$ cat config.mk
export PLATFORM = sky130hd
export DESIGN_NAME = fdh_mark
export DESIGN_NICKNAME = d
export VERILOG_FILES = /design/src/hdl/fdh_pkg.sv /design/src/hdl/fdh_mark.sv
export SDC_FILE = /design/constraint.sdc
export NUM_CORES = 1
export LEC_CHECK = 0
export BUFFER_PORTS_ARGS = -buffer_cell sky130_fd_sc_hd__buf_4
export CORE_MARGIN = 2
export CORE_UTILIZATION = 50
export DETAILED_ROUTE_END_ITERATION = 8
export PLACE_DENSITY = 0.79
export SLEW_MARGIN = 15
export SYNTH_ARGS = -nofsm -noshare
export SYNTH_HDL_FRONTEND = slang
export SYNTH_SLANG_ARGS = --single-unit
$ cat constraint.sdc
create_clock -name vclk -period 9.8
set_clock_uncertainty 0.1 [all_clocks]
set_input_delay 0.98 -clock vclk [all_inputs]
set_output_delay 0.98 -clock vclk [all_outputs]
set_load 0.01 [all_outputs]
$ cat src/hdl/fdh_pkg.sv
`timescale 1ns / 1ps

package fdh_pkg;

  // One RGB pixel as it sits in the background store: red in the top byte.
  typedef struct packed {
    logic [7:0] red;
    logic [7:0] green;
    logic [7:0] blue;
  } rgb_t;

  localparam int INDEX_W = 17;
  localparam logic [7:0] TOLERANCE_RESET = 8'd10;

  // Change markers per channel.
  localparam logic [7:0] MARK_BRIGHTER = 8'hFF;
  localparam logic [7:0] MARK_DARKER   = 8'h7F;
  localparam logic [7:0] MARK_NONE     = 8'h00;

  // Result queue between the compute stage and the output port.
  localparam int OUTQ_DEPTH = 3;
  localparam int OUTQ_CNT_W = 2;
  localparam int OUTQ_PTR_W = 2;

endpackage

$ cat src/hdl/fdh_mark.sv
`timescale 1ns / 1ps

module fdh_mark import fdh_pkg::*; (
  input  rgb_t       now_pix,
  input  rgb_t       old_pix,
  input  logic [7:0] tolerance,
  output rgb_t       mark,
  output rgb_t       avg
);

  function automatic logic [7:0] chan_mark(input logic [7:0] now_v, input logic [7:0] old_v,
                                           input logic [7:0] tol);
    logic [7:0] diff;
    logic [7:0] sel;
    begin
      if (now_v > old_v) begin
        diff = now_v - old_v;
        sel  = MARK_BRIGHTER;
      end else begin
        diff = old_v - now_v;
        sel  = MARK_DARKER;
      end
      chan_mark = (diff >= tol) ? sel : MARK_NONE;
    end
  endfunction

  function automatic logic [7:0] chan_avg(input logic [7:0] a, input logic [7:0] b);
    logic [8:0] sum;
    begin
      sum      = {1'b0, a} + {1'b0, b};
      chan_avg = sum[8:1];
    end
  endfunction

  always_comb begin
    mark.red   = chan_mark(now_pix.red,   old_pix.red,   tolerance);
    mark.green = chan_mark(now_pix.green, old_pix.green, tolerance);
    mark.blue  = chan_mark(now_pix.blue,  old_pix.blue,  tolerance);
    avg.red    = chan_avg(now_pix.red,   old_pix.red);
    avg.green  = chan_avg(now_pix.green, old_pix.green);
    avg.blue   = chan_avg(now_pix.blue,  old_pix.blue);
  end

endmodule

; ---- Yosys cells after proc, flatten, opt, wreduce, memory -nomap -nowiden
; Index checks and enable logic that the tools add are counted.
[totals]
inputBits = 56
elab_cells = 24
output_inout_bits = 48
reg_bits = 0
[op_classes]
add_sub_neg = 9
muxes = 9
order_cmp = 6
[op_table]
columns = cell, count
row1 = $mux 8, 9
row2 = $sub 8x8->8, 6
row3 = $add 8x8->9, 3
row4 = $ge 8x8->1, 3
row5 = $gt 8x8->1, 3

; ---- Logic depth before layout (Yosys ltp)
; Gate-level depths: netlist of the first run.
[depth]
word_depth = 4
depth_mapped = 16
depth_no_buf = 14

; ---- Worst setup path before layout of the first run
; No wires, ideal clock.
[synth_timing]
path_type = input -> output
from = in now_pix[0] in the netlist's numbering
to = out mark[1] in the netlist's numbering
required_time_ns = 8.720
path_buffers = 2
arrival_ns = 3.823
path_slack_ns = 4.897
stages = 16
cell_sequence = inv_1 -> ha_1 -> inv_1 -> fa_1 -> a21o_1 -> and4_1 -> o21ba_2 -> buf_2 -> nor2_1 -> mux2_2 -> ha_1 -> a21o_1 -> a21oi_1 -> o21a_1 -> nand2_1 -> buf_4
[synth_rtl]
columns = item, line
row1 = from (decl), fdh_mark.sv:4  ; input rgb_t now_pix,
row2 = to (decl), fdh_mark.sv:7  ; output rgb_t mark,

==> key figures, run 1 <==
Synth
  – Sequential share of the synthesized area: 0%
  – Post-synth top area share: 31.21%
  – Largest family of logic cells by synthesized area: adder cells
  – Synthesized-area fraction occupied by adder cells: 36.04%
  – Syn_area_per_cell: 7.532 sq um
  – Syn Std Cell Area: 3729 sq um
  – Syn Inst Count: 495
  – Synth cell types: 49
  – Mapped Nets: about 650
  – Synth top area cells: ha_1 31%, inv_1 8.0%, a21oi_1 6.3%, fa_1 4.8%, xnor2_1 4.7%
  – Compound-Gate Fraction of Synth Area: between 20 and 25%
  – Synth area leader: ha_1
  – Xor/xnor share of the synthesized area: 7.047%
  – Share of synthesized area spent on multiplexers: between 4 and 5%
  – Synth warnings: 0
  – Post-synthesis simple-gate area fraction: 14.16%

STA
  – Final number of hold-violating endpoints: 0
  – Max Slew Vio Count: 0
  – Setup WS post-layout: 4.540 ns
  – Final setup vio count: 0
  – Unrepaired setup endpoints after global routing: false
  – Setup TNS: 0 ns
  – Final worst path period need: 5.260 ns
  – Worst slew pin tran: roughly 0.7 ns
  – Max Freq: between 150 and 200 MHz
  – Fin crit share: 53.67%
  – Slew headroom: 54.27%

Floorplan
  – Core region area: 7253 sq um
  – I/O pin total: roughly 100
  – DIE AREA: around 8200 sq um
  – # rows: 31
  – Die extent in x: 90.36 microns
  – Starting Density: a little over 50%
  – Die Ht: 90.36 microns

Route
  – Iteration-0 DRC Markers: approximately 110
  – Vias per cell: 5.423
  – Routed Antenna Nets: 0
  – Wirelength per Cell: 13.37 microns
  – Wirelength, routed: 8876 microns
  – DRT Pass-1 Iters: 4
  – Via count: 3601
  – Post-route DRC: 0

Critical path
  – Crit-path cells: buf_4, inv_1, ha_1, a21oi_1, a21oi_2, o41ai_4, mux2i_1, xnor2_1, ha_1, and2_1, o21ai_0, o21a_1, nand2_1, buf_4
  – Startpoint class of the critical path: input port
  – Critical Path Max Stage Delay: 0.64 ns
  – CP arrival: 4.18 ns
  – Critical Path End: mark[8]
  – Crit path from: now_pix[11]
  – Slowest CP cell: o41ai_4
  – Crit path kind: input port to output pin
  – Crit path capture type: output pin
  – Data required, critical path: roughly 8.7 ns
  – CP Max Fanout: 11

Cells and area
  – Final Util: 60.74%
  – Register area: 0 sq um
  – Finished Layout Cells: 664
  – Final #Nets: 725
  – FF+latch count: 0
  – CLK BUF: 0
  – Layout area overhead: 18.15%
  – Layout cells sized above 1: 20.18%
  – Final Instance Area: 4405 sq um
  – Diode count: 0

Power and ir drop
  – Combinational share of power: 100.0%
  – Reg power frac: 0%
  – Max rail drop VDD: about 0.034 mV
  – Leakage power: 2.418 nW
  – Clock share of power: 0%
  – P_int: 0.1843 mW
  – Net Switching: 0.1960 mW
  – Power per Cell Area: 86.32 nW/um^2
  – Switching share of power: about half

Global routing
  – Initial antenna violation count: 0
  – Global-route wire length before repair: 15140 microns
  – Gr ovfl total: 0
  – Gr usage total: 20.93%
  – Vias in the first global route: 3553
  – Pin count of the biggest net entering global routing: 16

Placement
  – Placed inst area: 4405 sq um
  – PortBufs: 104
  – Placed Cells: 664
  – Post-Place Worst Slack: 4.558 ns
  – Dpl hpwl: a little under 8000 microns
  – GPL Wtd Cong: 0.9287

Hold path
  – Worst hold stages: 5
  – Hold Crit Class: input port to output pin

Clocking
  – Post-CTS sizing: 0
  – Post-CTS Hold Buffers: 0
  – Post-CTS Setup Inserts: 0

Run status
  – Status: completed

Job
  – Max Cap Viol: 0
through the flow:
| stage | total power, mW | hold slack, ns |
|---|---|---|
| after floorplan | 0.2720 | 2.177 |
| after global placement | 0.3709 | 2.366 |
| after detailed placement | 0.3804 | 2.382 |
| after CTS | 0.3821 | 2.387 |
| after global routing | 0.4213 | 2.449 |
| final | 0.3803 | 2.401 |
kinds of logic (layout without fill, tap and decap cells):
group / after synthesis / count (layout)
AO/OA/AOI/OAI: 131 / 131
multiplexers: 17 / 17
XOR/XNOR: 30 / 30
adder cells (fa/ha/maj): 102 / 102
AND/OR/NAND/NOR: 102 / 102
buffers and inverters: 113 / 183
critical path: cells and delay by family:
family                   cells  cell delay [ns]
buffers and inverters        3             0.33
AND/OR/NAND/NOR              2             0.29
XOR/XNOR                     1             0.16
adder cells (fa/ha/maj)      2             0.70
multiplexers                 1             0.34
AO/OA/AOI/OAI                5             1.38
power groups by stage:
stage / registers (mW) / logic, mW / clock network [mW]
global placement: 0 / 0.371 / 0
global route: 0 / 0.421 / 0
CTS: 0 / 0.382 / 0
floorplan: 0 / 0.272 / 0
finish: 0 / 0.380 / 0
detailed placement: 0 / 0.380 / 0
how the worst min path moves through the flow:
stage | start | endpoint
final | old_pix[15] | avg[15]
after global routing | old_pix[15] | avg[15]
after CTS | old_pix[15] | avg[15]
after detailed placement | old_pix[15] | avg[15]
after global placement | old_pix[15] | avg[15]
after floorplan | now_pix[23] | avg[22]
cell usage in the layout, fill, tap and decap left out, types with 10 or more instances in the layout:
| master | netlist | layout |
|---|---|---|
| a21o_1 | 16 | 16 |
| a21oi_1 | 47 | 47 |
| buf_4 | 18 | 104 |
| ha_1 | 93 | 93 |
| inv_1 | 79 | 79 |
| mux2i_1 | 14 | 14 |
| nand2_1 | 19 | 19 |
| nand2b_1 | 11 | 11 |
| nand3_1 | 11 | 11 |
| nor2_1 | 17 | 17 |
| nor2b_1 | 13 | 13 |
| nor3_1 | 11 | 11 |
| o21ai_0 | 13 | 13 |
| xnor2_1 | 20 | 20 |
| xor2_1 | 10 | 10 |
cell usage after synthesis (all sizes together) (2+ instances only):
cell and number:
ha 93, inv 79, a21oi 50, buf 28, xnor2 20, nand2 19, nor2 17, a21o 16
mux2i 14, nor2b 13, o21ai 13, nand2b 11, nand3 11, nor3 11, xor2 10, a211oi 9
fa 9, o21bai 9, clkbuf 6, a31oi 5, o31ai 5, and3 4, nand4 4, a2111oi 3
a221oi 3, a22oi 3, and2 3, mux2 3, nand3b 3, o21a 3, a311oi 2, o22ai 2
o32a 2, o41ai 2, or3 2
metal layers:
layer	vias up	part of all wire (%)	GRT usage (%)	routed length, microns
met5	-	0	0	0
li1	1827	-	-	-
met3	6	4.9	1.419	438
met1	1656	45	26.78	3984
met4	0	0.74	1.923	66
met2	112	49	39.66	4386
layout make-up:
type,instances,area [sq um]
multi-input cells,382,3204
inverters,79,296.5
fillers,675,2848
repair buffers,104,780.7
well taps,99,123.9
(Power assumes the default switching activity.)
==> run 2, diff against run 1 <==
--- a/config.mk
+++ b/config.mk
@@ -9,7 +9,7 @@
 export CORE_MARGIN = 2
 export CORE_UTILIZATION = 50
 export DETAILED_ROUTE_END_ITERATION = 8
-export PLACE_DENSITY = 0.79
+export PLACE_DENSITY = 0.82
 export SLEW_MARGIN = 15
 export SYNTH_ARGS = -nofsm -noshare
 export SYNTH_HDL_FRONTEND = slang
==> constraint.sdc (replaced) <==
create_clock -name vclk -period 4.27
set_clock_uncertainty 0.1 [all_clocks]
set_input_delay 0.427 -clock vclk [all_inputs]
set_output_delay 0.427 -clock vclk [all_outputs]
set_load 0.01 [all_outputs]
==> key figures, run 2 (synthesis gave the netlist of run 1 again) <==
Floorplan
  – Starting Density: 51.41%
  – DIE AREA: 8164 sq um
  – Die Ht: 90.36 microns
  – I/O pin total: 104
  – # rows: 31
  – Die extent in x: 90.36 microns
  – Core region area: 7253 sq um

Hold path
  – Hold Crit Class: input port to output pin
  – Worst hold stages: 5

Route
  – Wirelength per Cell: 13.54 microns
  – Via count: between 3000 and 4000
  – Vias per cell: ~5.4
  – DRT Pass-1 Iters: 4
  – Detail Route met3 WL: 498 microns
  – Routed Antenna Nets: 0
  – Uppermost layer routed: met4
  – Metal1 wirelength: 4107 microns
  – DR WL met2: 4499 microns
  – Post-route DRC: 0
  – Wirelength, routed: 9179 microns
  – Iteration-0 DRC Markers: 157

Cells and area
  – Diode count: 0
  – Most frequent cells in the layout: 118 x buf_4, 93 x ha_1, 79 x inv_1
  – FF+latch count: 0
  – Final Util: 62.22%
  – Commonest non-fill, non-tap cell in the layout: buf_4
  – Layout cells sized above 1: 22.28%
  – Layout area overhead: 21.04%
  – CLK BUF: 0
  – Final #Nets: about 740
  – Register area: 0 sq um

Power and ir drop
  – P_int: 0.4406 mW
  – Power per Cell Area: 199.7 nW/um^2
  – Clock share of power: 0%
  – Reg power frac: 0%
  – Combinational share of power: 100.0%
  – Switching share of power: 51.11%
  – Leakage power: approximately 2.5 nW
  – Net Switching: 0.4607 mW
  – Max rail drop VDD: between 0.09 and 0.1 mV

Global routing
  – Pin count of the biggest net entering global routing: 15
  – Gr ovfl total: 0
  – Global-route wire length before repair: 15440 microns
  – Vias in the first global route: between 3000 and 4000
  – Gr usage total: a little over a fifth
  – Initial antenna violation count: 0

Critical path
  – Data required, critical path: 3.74 ns
  – Crit path from: now_pix[0]
  – Critical Path End: mark[2]
  – Startpoint class of the critical path: input port
  – CP arrival: 3.56 ns
  – Crit path kind: input port to output pin
  – Crit path capture type: output pin
  – CP Max Fanout: 8

Placement
  – Post-Place Worst Slack: 0.1153 ns
  – PortBufs: 104
  – Dpl hpwl: 7781 microns
  – GPL Wtd Cong: 0.9143

STA
  – Max Slew Vio Count: 0
  – Final number of hold-violating endpoints: 0
  – Worst slew pin tran: 0.6287 ns
  – Setup TNS: 0 ns
  – Slew headroom: 57.93%
  – Unrepaired setup endpoints after global routing: false
  – Max Freq: 244.8 MHz
  – Fin crit share: 95.66%
  – Final setup vio count: 0
  – Setup WS post-layout: 0.1852 ns
  – Final worst path period need: 4.085 ns

Job
  – Max Cap Viol: 0

Run status
  – Status: completed
[run 2: cell types whose count changed in the layout (fill, tap and decap cells not counted), sizes merged]
cell | before | now
buf | 104 | 118
[run 2: final cells by class]
class | count | area (sq um)
fill | 668 | 2740
tap | 99 | 123.9
inverter | 79 | 296.5
timing repair buffer | 118 | 885.9
multi-input combinational | 382 | 3207
[run 2: what timing repair did]
action | CTS | global route
gates resized for setup | 0 | 1
setup buffers | 0 | 7
setup endpoints to repair | 0 | 23
hold buffers | 0 | 0
[run 2: layer usage]
metal	global-route usage, %	up-vias
met5	0	-
met4	2.179	0
met3	1.169	8
met2	39.60	139
met1	27.71	1666
li1	-	1850
[run 2: worst min path at each step]
stage,from,end,slack [ns]
floorplan,now_pix[23],avg[22],1.07
global placement,old_pix[15],avg[15],1.27
detailed placement,old_pix[15],avg[15],1.30
CTS,old_pix[15],avg[15],1.31
global route,old_pix[2],avg[2],1.34
finish,old_pix[15],avg[15],1.30
[run 2: critical path, cell delays in order]
cell and delay [ns]:
buf_4 0.12, inv_1 0.05, ha_1 0.15, inv_1 0.05
fa_1 0.42, a21o_1 0.20, and4_1 0.24, o21ba_2 0.27
nor2_2 0.17, mux2_2 0.36, ha_1 0.27, a21o_1 0.16
a21oi_1 0.14, o21a_1 0.17, nand2_1 0.16, buf_4 0.19
[run 2: power by group through the flow]
| stage | Clock, mW | Combinational (mW) | Sequential, mW |
|---|---|---|---|
| 5_1_grt | 0 | 0.992 | 0 |
| 6_report | 0 | 0.901 | 0 |
| 3_3_place_gp | 0 | 0.859 | 0 |
| 4_1_cts | 0 | 0.885 | 0 |
| 2_1_floorplan | 0 | 0.624 | 0 |
| 3_5_place_dp | 0 | 0.879 | 0 |
[run 2: metrics by stage]
step / instance area [sq um] / power, mW / cells / hold WS, ns
after detailed placement: 4458 / 0.8792 / 671 / 1.297
after global routing: 4513 / 0.9923 / 678 / 1.337
after global placement: 4458 / 0.8593 / 671 / 1.269
final: 4513 / 0.9013 / 678 / 1.296
after floorplan: 3729 / 0.6243 / 495 / 1.071
after CTS: 4458 / 0.8853 / 671 / 1.309
