--- src/hdl/fdh_pkg.sv ---
`timescale 1ns / 1ps

package fdh_pkg;

  // One RGB pixel as it sits in the background store: red in the top byte.
  typedef struct packed {
    logic [7:0] red;
    logic [7:0] green;
    logic [7:0] blue;
  } rgb_t;

  localparam int INDEX_W = 17;
  localparam logic [7:0] TOLERANCE_RESET = 8'd10;

  // Change markers per channel.
  localparam logic [7:0] MARK_BRIGHTER = 8'hFF;
  localparam logic [7:0] MARK_DARKER   = 8'h7F;
  localparam logic [7:0] MARK_NONE     = 8'h00;

  // Result queue between the compute stage and the output port.
  localparam int OUTQ_DEPTH = 3;
  localparam int OUTQ_CNT_W = 2;
  localparam int OUTQ_PTR_W = 2;

endpackage

--- src/hdl/fdh_outq.sv ---
`timescale 1ns / 1ps

module fdh_outq import fdh_pkg::*; (
  input  logic                  clk,
  input  logic                  rst,
  input  logic                  push,
  input  rgb_t                  push_data,
  input  logic                  pop,
  output rgb_t                  head,
  output logic                  not_empty,
  output logic [OUTQ_CNT_W-1:0] count
);

  rgb_t                  slots [OUTQ_DEPTH];
  logic [OUTQ_PTR_W-1:0] wr_ptr;
  logic [OUTQ_PTR_W-1:0] rd_ptr;

  function automatic logic [OUTQ_PTR_W-1:0] ptr_inc(input logic [OUTQ_PTR_W-1:0] p);
    begin
      ptr_inc = (p == OUTQ_PTR_W'(OUTQ_DEPTH - 1)) ? '0 : p + 1'b1;
    end
  endfunction

  assign head      = slots[rd_ptr];
  assign not_empty = (count != '0);

  always_ff @(posedge clk) begin
    if (push) begin
      slots[wr_ptr] <= push_data;
    end
  end

  always_ff @(posedge clk) begin
    if (rst) begin
      wr_ptr <= '0;
      rd_ptr <= '0;
      count  <= '0;
    end else begin
      if (push) begin
        wr_ptr <= ptr_inc(wr_ptr);
      end
      if (pop) begin
        rd_ptr <= ptr_inc(rd_ptr);
      end
      unique case ({push, pop})
        2'b10:   count <= count + 1'b1;
        2'b01:   count <= count - 1'b1;
        default: count <= count;
      endcase
    end
  end

endmodule
--- config.mk ---
export PLATFORM = sky130hd
export DESIGN_NAME = fdh_outq
export DESIGN_NICKNAME = d
export VERILOG_FILES = /design/src/hdl/fdh_pkg.sv /design/src/hdl/fdh_outq.sv
export SDC_FILE = /design/constraint.sdc
export NUM_CORES = 1
export LEC_CHECK = 0
export BUFFER_PORTS_ARGS = -buffer_cell sky130_fd_sc_hd__buf_2
export CORE_MARGIN = 8
export CORE_UTILIZATION = 38
export DETAILED_ROUTE_END_ITERATION = 10
export PLACE_DENSITY = 0.69
export SYNTH_ARGS = -nofsm -noshare
export SYNTH_HDL_FRONTEND = slang
export SYNTH_SLANG_ARGS = --single-unit
--- constraint.sdc ---
create_clock -name clk -period 3.4 [get_ports clk]
set_clock_uncertainty 0.1 [all_clocks]
set_input_delay 0.68 -clock clk [delete_from_list [all_inputs] [get_ports clk]]
set_output_delay 0.68 -clock clk [all_outputs]
set_load 0.02 [all_outputs]
Word level (Yosys, flattened, before mapping)
Memory sizes are Yosys's and may differ from the RTL's. A register that Yosys moved wholly into a read port is not among the register bits.
Cells that the tools add are included.
- flip-flop bits (word level): 6
- memory bits (writable): 72
- bits of input ports: 28
- output and inout port bits: 27
- word-level logic and storage cells: 21
- memories kept: 1
- memories (name ; depth ; bits a word ; rd ports ; clocked after Yosys merged registers in ; wr ports ; line ; RTL):
    slots ; 3 ; 24 ; 1 ; 1 ; 1 ; fdh_outq.sv:14 ; rgb_t slots [OUTQ_DEPTH];
- add/sub/neg operators: 4
- equal/unequal tests: 4
- muxes and demuxes: 7
- reductions and logical operators: 2
- operators with widths (operator ; number):
    $mux W2 ; 4
    $add A2 B1 Y2 const B ; 3
    $eq A2 B2 Y1 const B ; 3
    $pmux W2 S2 ; 1
    $reduce_bool A2 Y1 ; 2
    $eq A2 B1 Y1 const B ; 1
    $mux W1 ; 2
    $sub A2 B1 Y2 const B ; 1

Longest topological paths before layout
Gate-level depths: netlist of run 1.
- word-level depth: 4
- mapped depth: 5

Least setup slack after synthesis of run 1
No wires, ideal clock.
- path type: input to register
- start: input push
- end: memory slots[0][0] (netlist name) (enable)
- data arrival time: 2477 ps
- data required time: 2862 ps
- path slack: 386 ps
- stages on the path: 2
- buffers on the path: 0
- cells stage by stage: inv_1 nor3_1
- word-level cells in the longest chain between the ends: 2
- ends and longest elaborated chain (what ; line ; RTL):
    start, declared ; fdh_outq.sv:6 ; input logic push,
    $mux W1 ; fdh_outq.sv:28 ; if (push) begin
    $mux W1 (not written as such) ; fdh_outq.sv:29 ; slots[wr_ptr] <= push_data;
    end, declared ; fdh_outq.sv:14 ;
Every way passes these cells.

==> run summary, run 1 <==
status = complete, no violations
Worst EP required = 2.62 ns
RePlAce Congestion = 0.6269
Vias/cell = 4.683
Design Area, Final = 0.003577 mm2
die width = 104.4 um
Layout Area Growth over Synthesis = 20.58%
Post-Syn Nets = 213
unrepaired setup endpoints after global routing = false
PwrDens = 604.8 mW/mm2
Mean Syn Cell Area = 16.12 um2
Final Power = 2.164 mW
total congestion overflow = 0
Die Y = 104.4 um
CP Max Fanout = 24
H-Tree Depth = 3
final hold vios = 0
gr usage total = 10.07%
most frequent cells in the layout = 72 x edfxtp_1, 54 x buf_2, 26 x nand2_1, 25 x o21ai_0, 24 x mux2i_1
Critical path buffers and inverters = 1
CP Cell Sequence = mux2i_1 -> o21ai_0 -> buf_2
Initial Util = 38.79%
R2R Path Start = wr_ptr[0]
Final Worst Setup Slack = 0.8272 ns
clk slew on worst S/H paths = 0.08 ns
FF-to-FF path depth = 2
Worst VDD drop = 0.2883 mV
# DRC = 0
Min-Delay Path Depth = 2
Yosys cell types = 23
met2 Use GR = 16.03%
Post-synth top flop = edfxtp_1
Post-synth EDFFs = 72
busiest grt layer = met2
fmax = 388.7 MHz
slew margin rel. = 47.55%
drt wl/cell = 15.19 um
Place WS = 1.104 ns
Core Rows = 32
CP peak stage delay = 0.84 ns
Max Cap Viol = 0
Tcrit/Tclk final = 75.67%
share of cells above drive strength 1 = 30.65%
DP HPWL = 3383 um
internal reg-to-reg setup slack = 1.55 ns
Slowest-stage cell, CP = dfxtp_2
Slew Limit Fails = 0
Clock Sinks = 80
antenna fix cells = 0
Worst Hold Path EP = count[1]
DR vias = 1639
most common cell after layout, fill and taps aside = edfxtp_1
register area share after synthesis = 78.28%
WHS = 0.4089 ns
Final #Nets = 272
Crit. End Element = output pin
die area = 0.01089 mm2
Util after Layout = 46.78%
port buffer count = 54
post-CTS sizing = 0
synthesized cell area = 0.002967 mm2
fin crit period = 2.573 ns
Min-Delay Path Class = reg -> reg
later-pin clock latency in the skew report = 0.34 ns
Ports = 55
Post-DP Area = 0.003343 mm2
worst r2r dst = slots[1][20]
Crit path max-delay family = flip-flops
Lkg Pwr = 1.266 nW
setup total negative slack = 0 ns
DRT antenna net count = 0
antenna violations before repair = 0
crit path DAT = 1.79 ns
number of setup buffers added after CTS = 0
DRT Wirelength = 5315 um
CP Launch Type = flop
Crit Path Class = reg -> out
Syn. warnings = 0
hold path startpoint = count[1]
Initial DRT Pass Iterations = 4
Post-CTS Hold Fix Bufs = 0
ys async rst share = 0%
number of fill cells = 693
1st-iter DRT viols = 109
core area = 0.007647 mm2
global-route wire length before repair = 8500 um
global routing usage on met3 = 4.151%
Slew @ Worst Pin = 0.7849 ns
Yosys reg bits = 80
largest net degree at the start of global routing = 49
# setup viols final = 0
CTS tree = yes
vias in the first global route = 1765
CTS Root Cell = clkbuf_8
Placed Cells incl. Taps = 334
met1 Usage GRT = 11.39%
worst-case clock buffer depth = 2
number of CTS-inserted buffers = 9
Mapped Cells = 184
Layout Cells excl Fill = 350
==> logic make-up after synthesis <==
| group | share of synthesized area [%] |
|---|---|
| DFF | 78.28 |
| and+or+nand+nor | 5.399 |
| AOI/OAI and AO/OA | 5.230 |
| muxes | 8.098 |
| buffers and inverters | 1.982 |
| xor gates and xnor gates | 0.5906 |
| adders and majority gates | 0.4217 |
==> how the worst max path moves through the flow <==
stage / start / end / slack, ns / cells after the start
2_1_floorplan: push / slots[0][0] / 0.39 / 2
3_3_place_gp: flop / head[7] / 1.10 / 3
3_5_place_dp: flop / head[7] / 1.10 / 3
4_1_cts: flop / head[7] / 0.71 / 3
5_1_grt: flop / head[7] / 0.64 / 3
6_report: flop / head[7] / 0.83 / 3
==> synth_stat cells (all sizes together) (2+ instances only) <==
cell    instances  area (um2)
inv             2       7.510
o21ai          25       125.1
nand2          26       97.59
dfxtp           8       160.2
clkbuf          3       11.26
nor2            4       15.01
mux2i          24       240.2
buf             5       40.04
edfxtp         72        2162
a21oi           4       20.02
==> power by group <==
| part | switching (mW) | internal (mW) |
|---|---|---|
| Sequential | 0.0318 | 1.12 |
| Clock | 0.330 | 0.481 |
| Combinational | 0.124 | 0.0764 |
==> cell type report <==
type / instances / area (um2) / area share, %
Clock inverter: 7 / 110.1 / 3.078
Clock buffer: 9 / 123.9 / 3.463
Multi-Input combinational cell: 94 / 598.1 / 16.72
Inverter: 2 / 7.507 / 0.2099
Sequential cell: 80 / 2325 / 64.99
Timing Repair Buffer: 56 / 285.3 / 7.975
Tap cell: 102 / 127.6 / 3.568
==> sequential cells by signal (all words and copies together) (netlist names), named ones only <==
register  cells
count         2
wr_ptr        2
rd_ptr        2
slots        72
==> metal layers <==
layer / vias to the layer above / part of all wire (%)
met1: 788 / 44
met4: 0 / 1.2
met5: - / 0
met3: 7 / 5.9
met2: 41 / 49
li1: 803 / -
==> worst min-delay path: cells and delay by family (launching register included) <==
family             cells  cell delay [ns]
AOI/OAI and AO/OA      2             0.13
DFF                    1             0.33
No activity file was read; power rests on OpenSTA's default activity.
==> inputs of run 2 (changes only) <==
--- a/config.mk
+++ b/config.mk
@@ -9,7 +9,7 @@
 export CORE_MARGIN = 8
 export CORE_UTILIZATION = 38
 export DETAILED_ROUTE_END_ITERATION = 10
-export PLACE_DENSITY = 0.69
+export PLACE_DENSITY = 0.71
 export SYNTH_ARGS = -nofsm -noshare
 export SYNTH_HDL_FRONTEND = slang
 export SYNTH_SLANG_ARGS = --single-unit
==> constraint.sdc (replaced) <==
create_clock -name clk -period 2.25 [get_ports clk]
set_clock_uncertainty 0.1 [all_clocks]
set_input_delay 0.45 -clock clk [delete_from_list [all_inputs] [get_ports clk]]
set_output_delay 0.45 -clock clk [all_outputs]
set_load 0.02 [all_outputs]
==> run 2 against run 1 <==
Against the previous run:
- register-to-register slack got worse by 0.67 ns
- final cell count rose by 1.1%
- first-iteration DRC count fell by 41%
- setup slack got worse by 0.62 ns
- non-clock buffer count rose by 5
- count of clock-buffer cells in the layout rose by 2
- via count fell by 1.8%
- routed wire length fell by 3.4%
- design area rose by 1.2%
- critical path type unchanged
- largest cell class unchanged
- largest power group unchanged
==> run summary, run 2 (synthesis gave the netlist of run 1 again) <==
status = complete, no violations
core area = 0.007647 mm2
Layout Cells excl Fill = 354
Post-DP Area = 0.003393 mm2
CP Launch Type = flop
port buffer count = 54
gr usage total = 9.954%
max FFs per register = 72
Worst Hold Path EP = slots[2][13]
most common cell after layout, fill and taps aside = edfxtp_1
CTS Root Cell = clkbuf_8
Worst EP required = 1.70 ns
worst r2r dst = slots[1][21]
number of CTS-inserted buffers = 9
crit path DAT = 1.50 ns
global-route wire length before repair = 8176 um
most frequent cells in the layout = 72 x edfxtp_1, 54 x buf_2, 26 x nand2_1, 25 x o21ai_0, 24 x mux2i_1
Clock Sinks = 80
Clk network pwr share = 36.4%
fmax = 488.4 MHz
Layout Area Growth over Synthesis = 22.06%
vias in the first global route = 1690
Initial DRT Pass Iterations = 4
Lkg Pwr = 1.293 nW
DR vias = 1609
clk slew on worst S/H paths = 0.07 ns
H-Tree Depth = 3
Ports = 55
Most flops, register = slots
Place WS = 0.4200 ns
Die Y = 104.4 um
later-pin clock latency in the skew report = 0.33 ns
Final #Nets = 277
internal reg-to-reg setup slack = 0.88 ns
share of cells above drive strength 1 = 30.95%
DRT antenna net count = 0
Tcrit/Tclk final = 91.01%
# DRC = 0
final hold vios = 0
global routing usage on met3 = 4.709%
Slowest-stage cell, CP = dfxtp_4
Slew Limit Fails = 0
Crit Path Class = reg -> out
Initial Util = 38.79%
DRT Wirelength = 5134 um
Placed Cells incl. Taps = 339
Comb power frac = 10.2%
PwrDens = 891.3 mW/mm2
die area = 0.01089 mm2
CP Cell Sequence = buf_4 -> mux2i_1 -> o21ai_0 -> buf_2
setup total negative slack = 0 ns
unrepaired setup endpoints after global routing = false
1st-iter DRT viols = 64
total congestion overflow = 0
met2 Use GR = 17.26%
met1 Usage GRT = 9.315%
CP peak stage delay = 0.47 ns
Slew @ Worst Pin = 0.3681 ns
R2R Path Start = wr_ptr[0]
Design Area, Final = 0.003621 mm2
DP HPWL = 3488 um
sw frac = 21.17%
largest net degree at the start of global routing = 49
number of setup buffers added after CTS = 0
CTS tree = yes
Crit path max-delay family = flip-flops
RePlAce Congestion = 0.6814
Max Cap Viol = 0
antenna violations before repair = 0
Min-Delay Path Depth = 1
slew margin rel. = 75.46%
Worst VDD drop = 0.3256 mV
antenna fix cells = 0
Core Rows = 32
hold path startpoint = push_data[13]
FF-to-FF path depth = 2
# setup viols final = 0
drt wl/cell = 14.50 um
P_sw = 0.6832 mW
Min-Delay Path Class = in -> reg
Critical path buffers and inverters = 2
die width = 104.4 um
worst-case clock buffer depth = 2
busiest grt layer = met2
Final Worst Setup Slack = 0.2023 ns
WHS = 0.2096 ns
Vias/cell = 4.545
fin crit period = 2.048 ns
P_int = 2.544 mW
Crit. End Element = output pin
number of fill cells = 653
Sequential Power Share = 53.4%
CP Max Fanout = 12
run 2: final cells by class:
cell class	instances	area (um2)	area share, %
clock buffers	11	131.4	3.628
clock inverters	4	93.84	2.592
inverters	2	7.507	0.2073
multi-input cells	94	599.3	16.55
flip-flops and latches	80	2326	64.24
well taps	102	127.6	3.525
repair buffers	61	335.3	9.261
run 2: worst max-delay path by stage:
stage / endpoint / depth (start not counted)
after global placement: head[5] / 4
final: head[13] / 4
after detailed placement: head[20] / 4
after floorplan: slots[0][0] / 2
after global routing: head[20] / 4
after CTS: head[20] / 4
run 2: worst register-to-register path: cells and delay by family (launching register included):
family | cells | cell delay, ns
buffers and inverters | 1 | 0.33
flip-flops | 1 | 0.42
AND/OR/NAND/NOR | 1 | 0.18
run 2: metal layers:
layer	wire (um)	part of all wire [%]	vias to the layer above
met5	0	0	-
met4	118	2.3	0
met3	369	7.2	8
met2	2708	53	39
met1	1938	38	750
li1	-	-	812
run 2: what timing repair did:
item,in CTS,in global routing
gates resized for setup,0,1
hold buffers,0,0
setup endpoints to repair,0,11
run 2: stage by stage:
stage	utilization, %	power [mW]
final	47.35	3.227
after CTS	47.32	3.276
after floorplan	-	1.955
after global routing	47.35	3.363
after global placement	44.37	2.084
after detailed placement	44.37	2.094
run 2: power groups by stage:
stage | Sequential [mW] | Clock (mW) | Combinational (mW)
floorplan | 1.75 | 0 | 0.205
global placement | 1.76 | 0 | 0.329
detailed placement | 1.76 | 0 | 0.336
CTS | 1.72 | 1.21 | 0.337
global route | 1.73 | 1.27 | 0.361
finish | 1.72 | 1.17 | 0.329
==> inputs of run 3 (changes only) <==
--- a/config.mk
+++ b/config.mk
@@ -5,7 +5,7 @@
 export SDC_FILE = /design/constraint.sdc
 export NUM_CORES = 1
 export LEC_CHECK = 0
-export BUFFER_PORTS_ARGS = -buffer_cell sky130_fd_sc_hd__buf_2
+export BUFFER_PORTS_ARGS = -buffer_cell sky130_fd_sc_hd__buf_4
 export CORE_MARGIN = 8
 export CORE_UTILIZATION = 38
 export DETAILED_ROUTE_END_ITERATION = 10
==> run 3 against run 2 <==
Against the previous run:
- largest power group unchanged
- first-iteration DRC count decreased by 28%
- critical endpoint is now head[5]
- combinational power increased by 16%
- power shrank 3.3%
- critical path depth stayed put
- count of clock-buffer cells in the layout decreased by 1
- die area unchanged
- utilization rose by 1.5 points
==> run summary, run 3 (synthesis gave the netlist of run 1 again) <==
DRT Wirelength = 5193 um
fin crit period = 2.044 ns
total congestion overflow = 0
Ports = 55
Util after Layout = 48.81%
post-CTS sizing = 0
global-route wire length before repair = 8556 um
later-pin clock latency in the skew report = 0.34 ns
antenna fix cells = 0
crit path DAT = 1.49 ns
Lkg Pwr = 1.311 nW
vias in the first global route = 1777
setup total negative slack = 0 ns
RePlAce Congestion = 0.7052
port buffer count = 54
gr usage total = 10.11%
Slew @ Worst Pin = 0.3515 ns
Core Rows = 32
most common cell after layout, fill and taps aside = edfxtp_1
max FFs per register = 72
Crit path max-delay family = flip-flops
Most flops, register = slots
Critical path buffers and inverters = 2
worst-case clock buffer depth = 2
Die Y = 104.4 um
number of setup buffers added after CTS = 0
fmax = 489.3 MHz
DP HPWL = 3551 um
antenna violations before repair = 0
DRT antenna net count = 0
# setup viols final = 0
Crit. End Element = output pin
most frequent cells in the layout = 72 x edfxtp_1, 58 x buf_4, 26 x nand2_1, 25 x o21ai_0, 24 x mux2i_1
# DRC = 0
drt wl/cell = 14.67 um
Clock Sinks = 80
H-Tree Depth = 3
internal reg-to-reg setup slack = 0.84 ns
PwrDens = 835.9 mW/mm2
Layout Area Growth over Synthesis = 25.81%
CTS Root Cell = clkbuf_8
share of cells above drive strength 1 = 31.75%
R2R Path Start = wr_ptr[0]
status = complete, no violations
FF-to-FF path depth = 2
largest net degree at the start of global routing = 49
Initial DRT Pass Iterations = 4
Slew Limit Fails = 0
worst r2r dst = slots[1][6]
Initial Util = 38.79%
CP peak stage delay = 0.47 ns
unrepaired setup endpoints after global routing = false
hold path startpoint = push_data[12]
die width = 104.4 um
slew margin rel. = 76.56%
Worst Hold Path EP = slots[2][12]
DR vias = 1641
Max Cap Viol = 0
Min-Delay Path Depth = 1
CTS tree = yes
CP Launch Type = flop
CP Cell Sequence = buf_12 -> mux2i_1 -> o21ai_0 -> buf_4
Min-Delay Path Class = in -> reg
CP Max Fanout = 15
Tcrit/Tclk final = 90.83%
core area = 0.007647 mm2
number of CTS-inserted buffers = 9
Worst VDD drop = 0.2894 mV
Crit Path Class = reg -> out
Worst EP required = 1.70 ns
Slowest-stage cell, CP = dfxtp_4
Vias/cell = 4.636
final hold vios = 0
1st-iter DRT viols = 46
Post-CTS Hold Fix Bufs = 0
Final #Nets = 276
die area = 0.01089 mm2
clk slew on worst S/H paths = 0.08 ns
run 3: stage by stage:
step	power, mW	setup slack [ns]	cell area (um2)	instances	hold WS [ns]
final	3.120	0.2064	3732	354	0.1959
after global routing	3.240	0.09362	3732	354	0.1734
after CTS	3.158	0.07971	3730	354	0.1740
after detailed placement	2.147	0.4727	3533	338	0.3867
after global placement	2.138	0.5082	3533	338	0.3688
after floorplan	1.955	0.2144	2972	184	0.3533
run 3: area by class of cell:
class                   instances  area [um2]
clock buffers                  10       127.6
flip-flops and latches         80        2326
repair buffers                 60       475.5
fillers                       645        3915
clock inverters                 6       68.82
inverters                       2       7.507
well taps                     102       127.6
multi-input cells              94       599.3
run 3: worst max-delay path by stage:
stage,startpoint,endpoint,slack (ns),cells past startpoint
3_5_place_dp,flop,head[21],0.47,4
6_report,flop,head[5],0.21,4
3_3_place_gp,flop,head[21],0.51,4
4_1_cts,flop,head[21],0.08,4
5_1_grt,flop,head[21],0.09,4
2_1_floorplan,push,slots[0][0],0.21,2
run 3: where the power goes:
part / leakage (nW) / switching [mW] / internal (mW)
sequential: 0.732 / 0.0296 / 1.69
clock: 0.0851 / 0.501 / 0.516
combinational: 0.493 / 0.211 / 0.171
run 3: metal layers:
metal | vias up | part of all wire (%) | track usage, %
li1 | 810 | - | -
met1 | 779 | 41 | 10.35
met2 | 39 | 50 | 17.08
met3 | 13 | 5.9 | 3.841
met4 | 0 | 2.6 | 6.308
met5 | - | 0 | 0
run 3: worst register-to-register path, cell delays in order, from the launching register on:
cell	delay, ns
dfxtp_1	0.43
and3b_1	0.20
buf_4	0.33
